[config.mk]
export PLATFORM = sky130hd
export DESIGN_NAME = sssp_relax
export DESIGN_NICKNAME = d
export VERILOG_FILES = /design/src/design/sssp_pkg.sv /design/src/design/sssp_relax.sv
export SDC_FILE = /design/constraint.sdc
export NUM_CORES = 1
export LEC_CHECK = 0
export ABC_AREA = 1
export BUFFER_PORTS_ARGS = -buffer_cell sky130_fd_sc_hd__buf_2
export CORE_MARGIN = 5
export CORE_UTILIZATION = 45
export DETAILED_ROUTE_END_ITERATION = 8
export PLACE_DENSITY = 0.78
export SLEW_MARGIN = 30
export SYNTH_ARGS = -nofsm -noshare
export SYNTH_HDL_FRONTEND = slang
export SYNTH_SLANG_ARGS = --single-unit
[constraint.sdc]
create_clock -name vclk -period 11.85
set_input_delay 3.555 -clock vclk [all_inputs]
set_output_delay 3.555 -clock vclk [all_outputs]
set_load 0.02 [all_outputs]
[src/design/sssp_pkg.sv]
// ----------------------------------------------------------------------------
// Shortest paths package
// Shared types and constants of the single-source shortest paths unit.
// ----------------------------------------------------------------------------
package sssp_pkg;

  localparam int unsigned VID_W  = 6;
  localparam int unsigned DIST_W = 22;
  localparam int unsigned CFG_W  = 7;
  localparam int unsigned ADDR_W = 3;
  localparam int unsigned DATA_W = 32;

  localparam logic signed [DIST_W-1:0] DIST_MIN = {1'b1, {(DIST_W-1){1'b0}}};
  localparam logic signed [DIST_W-1:0] DIST_MAX = {1'b0, {(DIST_W-1){1'b1}}};

  localparam logic [CFG_W-1:0] VERTEX_COUNT_RESET = 7'd64;

  localparam logic REG_VERTEX_COUNT = 1'b0;

  typedef enum logic [1:0] {
    OP_CLEAR  = 2'd0,
    OP_APPEND = 2'd1,
    OP_RUN    = 2'd2
  } op_e;

  typedef enum logic [2:0] {
    ST_IDLE,
    ST_INIT,
    ST_VTX_RD,
    ST_RELAX,
    ST_EMIT_RD,
    ST_EMIT_LD
  } state_e;

  typedef struct packed {
    logic                     reached;
    logic                     has_pred;
    logic [VID_W-1:0]         pred;
    logic signed [DIST_W-1:0] distance;
  } vtx_t;

endpackage

[src/design/sssp_relax.sv]
// ----------------------------------------------------------------------------
// Edge relaxation
// Forms the saturated candidate distance over one edge and decides whether
// the target vertex entry is rewritten.
// ----------------------------------------------------------------------------
module sssp_relax import sssp_pkg::*; #(
  parameter int unsigned WEIGHT_BITS = 16,
  parameter int unsigned VCNT_W      = 7
) (
  input  vtx_t                          src_i,
  input  vtx_t                          dst_i,
  input  logic signed [WEIGHT_BITS-1:0] weight_i,
  input  logic [VID_W-1:0]              from_i,
  input  logic [VID_W-1:0]              to_i,
  input  logic [VCNT_W-1:0]             count_i,
  output logic                          update_o,
  output vtx_t                          vtx_o
);

  localparam int unsigned SUM_W = ((WEIGHT_BITS > DIST_W) ? WEIGHT_BITS : DIST_W) + 1;

  logic signed [SUM_W-1:0]  sum;
  logic signed [DIST_W-1:0] cand;
  logic                     in_range;

  always_comb begin
    sum = SUM_W'(src_i.distance) + SUM_W'(weight_i);
    if (sum < SUM_W'(DIST_MIN)) begin
      cand = DIST_MIN;
    end else if (sum > SUM_W'(DIST_MAX)) begin
      cand = DIST_MAX;
    end else begin
      cand = DIST_W'(sum);
    end
    in_range = (CFG_W'(from_i) < CFG_W'(count_i)) && (CFG_W'(to_i) < CFG_W'(count_i));
    update_o = in_range && src_i.reached && (!dst_i.reached || (dst_i.distance > cand));
    vtx_o.reached  = 1'b1;
    vtx_o.has_pred = 1'b1;
    vtx_o.pred     = from_i;
    vtx_o.distance = cand;
  end

endmodule

==> qor.csv <==
metric;value;unit
clkbuf_count;0;
peakVddDrop;0.0452;mV
routed_wl;7.81;mm
tightestPinTransition;0.798;ns
die_area;7650;sq um
num_vias;3230;
worst_ep_arrival_time;7.22;ns
hp-class;in2out;
status;completed;
endpoint_kind;primary output;
cp_common_cell;nand2_1;
rsz0062_at_grt;no;
finalPower;263;uW
gp_congestion;0.864;
grt_busiest_layer;met2;
grt_pass1_wl;12.8;mm
min_period;10.78;ns
grt_max_degree;39;
cts_hold_buf;0;
worst_slew_margin_rel;46.6;%
ant_nets;0;
io_buffer_count;110;
design.seq.count;0;
track_usage;19.7;%
cts_setup_buffers;0;
routed_via_density;4.92;
slowest_delay;0.47;ns
start_kind;primary input;
yosysWarnings;0;
insertedDiodeCount;0;
place_inst;657;
fin_crit_sh;90.9;%
drt_first_iter_violations;189;
fillers;625;
max_freq;0.0928;GHz
slew_violations;0;
grt_overflow_total;0;
stdcell_count;657;
path_max_fanout;38;
worst-setup-path-type;in2out;
antenna_found_initial;0;
maxCapViolations;0;
final-seq-area;0;sq um
hold_ws;7.35;ns
hp-start;from_i[1];
setup_viol;0;
rows;28;
synthCells;486;
required;8.30;ns
drc;0;
synth_area_per_cell;5.55;sq um
finalNetCount;734;
final.setup.tns;0;ns
hold_viol_final;0;
die_w;87.4;microns
die_h;87.4;microns
netlist-cell-type-count;31;
dp_hpwl;7.00;mm
wl_per_cell;11.9;microns
io_pins;126;
drt-pass1-iter-count;4;
grtUsageMet1;26.8;%
crit_chain;buf_2, ha_1, fa_1, nand2_1, nand2_1, nand3_1, nand2_1, nand2_1, nand4_1, nand2_2, nand2_2, nand2_1, nand2_1, ha_1, nand2_1, nor2_1, nand2_1, or3_1, nand3_1, a21oi_1, buf_2;
use_met2;34.9;%
drive_above_1_share;22.9;%
area_growth;19.6;%
whs_path_depth;2;
grt_util_met3;0.851;%
ys_seq_area_share;0;%
p_per_area;81.5;nW/um^2
leakagePower;0.00200;uW
grt_pass1_vias;3021;
initial_core_util;45.9;%
coreArea;5890;sq um
slowest_stage;nand2_2;
cts_resized;0;
min_to;vtx_o[23];
synth.cell_area;2700;sq um
-- critical path, delay by kind of cell --
family                   cells  cell delay, ns
adder cells (fa/ha/maj)      3            0.94
buffers and inverters        2            0.26
AND/OR/NAND/NOR             15            2.41
AO/OA/AOI/OAI                1            0.06
-- worst max-delay path by stage --
stage / slack (ns) / from / cells past startpoint / to
2_1_floorplan: 1.80 / src_i[0] / 22 / update_o
3_3_place_gp: 1.17 / src_i[0] / 21 / update_o
3_5_place_dp: 1.10 / src_i[0] / 21 / update_o
4_1_cts: 1.10 / src_i[0] / 21 / update_o
5_1_grt: 0.72 / weight_i[15] / 23 / update_o
6_report: 1.07 / src_i[0] / 21 / update_o
-- per-layer routing --
| layer | vias up | share of wire (%) |
|---|---|---|
| met5 | - | 0 |
| li1 | 1748 | - |
| met1 | 1376 | 47 |
| met3 | 8 | 6.4 |
| met4 | 0 | 1.2 |
| met2 | 98 | 46 |
-- layout by cell type (no fill, tap or decap), types with 4 or more instances in the layout --
cell type,instances
nand2_2,4
inv_1,54
nor2_1,45
nor3_1,4
nand4_1,9
buf_2,110
nand2_1,202
nand3b_1,6
a21oi_1,30
a21oi_2,16
xnor2_1,9
nand3_1,14
ha_1,54
o21bai_1,5
-- cell usage after synthesis --
cell type / n / area [sq um]
fa_1: 1 / 20.0
nand2_2: 4 / 25.0
nor2_4: 1 / 11.3
nor3_1: 4 / 20.0
nor4_1: 1 / 6.26
o21bai_1: 5 / 37.5
a221oi_1: 1 / 8.76
inv_1: 54 / 203
conb_1: 1 / 3.75
nand3_1: 14 / 70.1
or2_1: 1 / 6.26
buf_6: 4 / 45.0
xnor2_1: 9 / 78.8
xor2_1: 3 / 26.3
nand4_1: 9 / 56.3
buf_2: 3 / 15.0
and2_4: 1 / 8.76
buf_4: 8 / 60.1
nand2_1: 202 / 758
nand3b_1: 6 / 45.0
a21oi_1: 30 / 150
or2_0: 1 / 6.26
o21ai_0: 3 / 15.0
and2_1: 1 / 6.26
a21o_1: 1 / 7.51
nor2_1: 45 / 169
o211ai_1: 1 / 7.51
ha_1: 54 / 676
a21oi_2: 16 / 140
nand3_2: 1 / 10.0
or3_1: 1 / 6.26
-- power breakdown --
part | internal (uW) | switching [uW]
logic | 96.7 | 166
clock network | 0 | 0
registers | 0 | 0
total | 96.7 | 166
-- cells by family (layout without fill, tap and decap cells) --
logic type | Yosys count | count (layout) | synth area share, %
AO/OA/AOI/OAI | 57 | 57 | 13.6
other | 1 | 2 | 0.139
buffers and inverters | 69 | 164 | 12.0
AND/OR/NAND/NOR | 292 | 292 | 44.6
adder cells (fa/ha/maj) | 55 | 55 | 25.8
XOR/XNOR | 12 | 12 | 3.89
-- through the flow --
| stage | utilization [%] | setup slack (ns) | cell area (sq um) |
|---|---|---|---|
| after CTS | 54.8 | 1.10 | 3230 |
| final | 54.8 | 1.07 | 3230 |
| after global routing | 54.8 | 0.719 | 3230 |
| after global placement | 54.8 | 1.17 | 3230 |
| after detailed placement | 54.8 | 1.10 | 3230 |
| after floorplan | - | 1.80 | 2700 |
-- final cells by class --
| type | instances | area (sq um) | share of cell area (%) |
|---|---|---|---|
| Multi-Input combinational cell | 418 | 2380 | 73.7 |
| Tap cell | 75 | 93.8 | 2.91 |
| Timing Repair Buffer | 110 | 551 | 17.1 |
| Inverter | 54 | 203 | 6.28 |
Power figures use the tool's default switching activity.
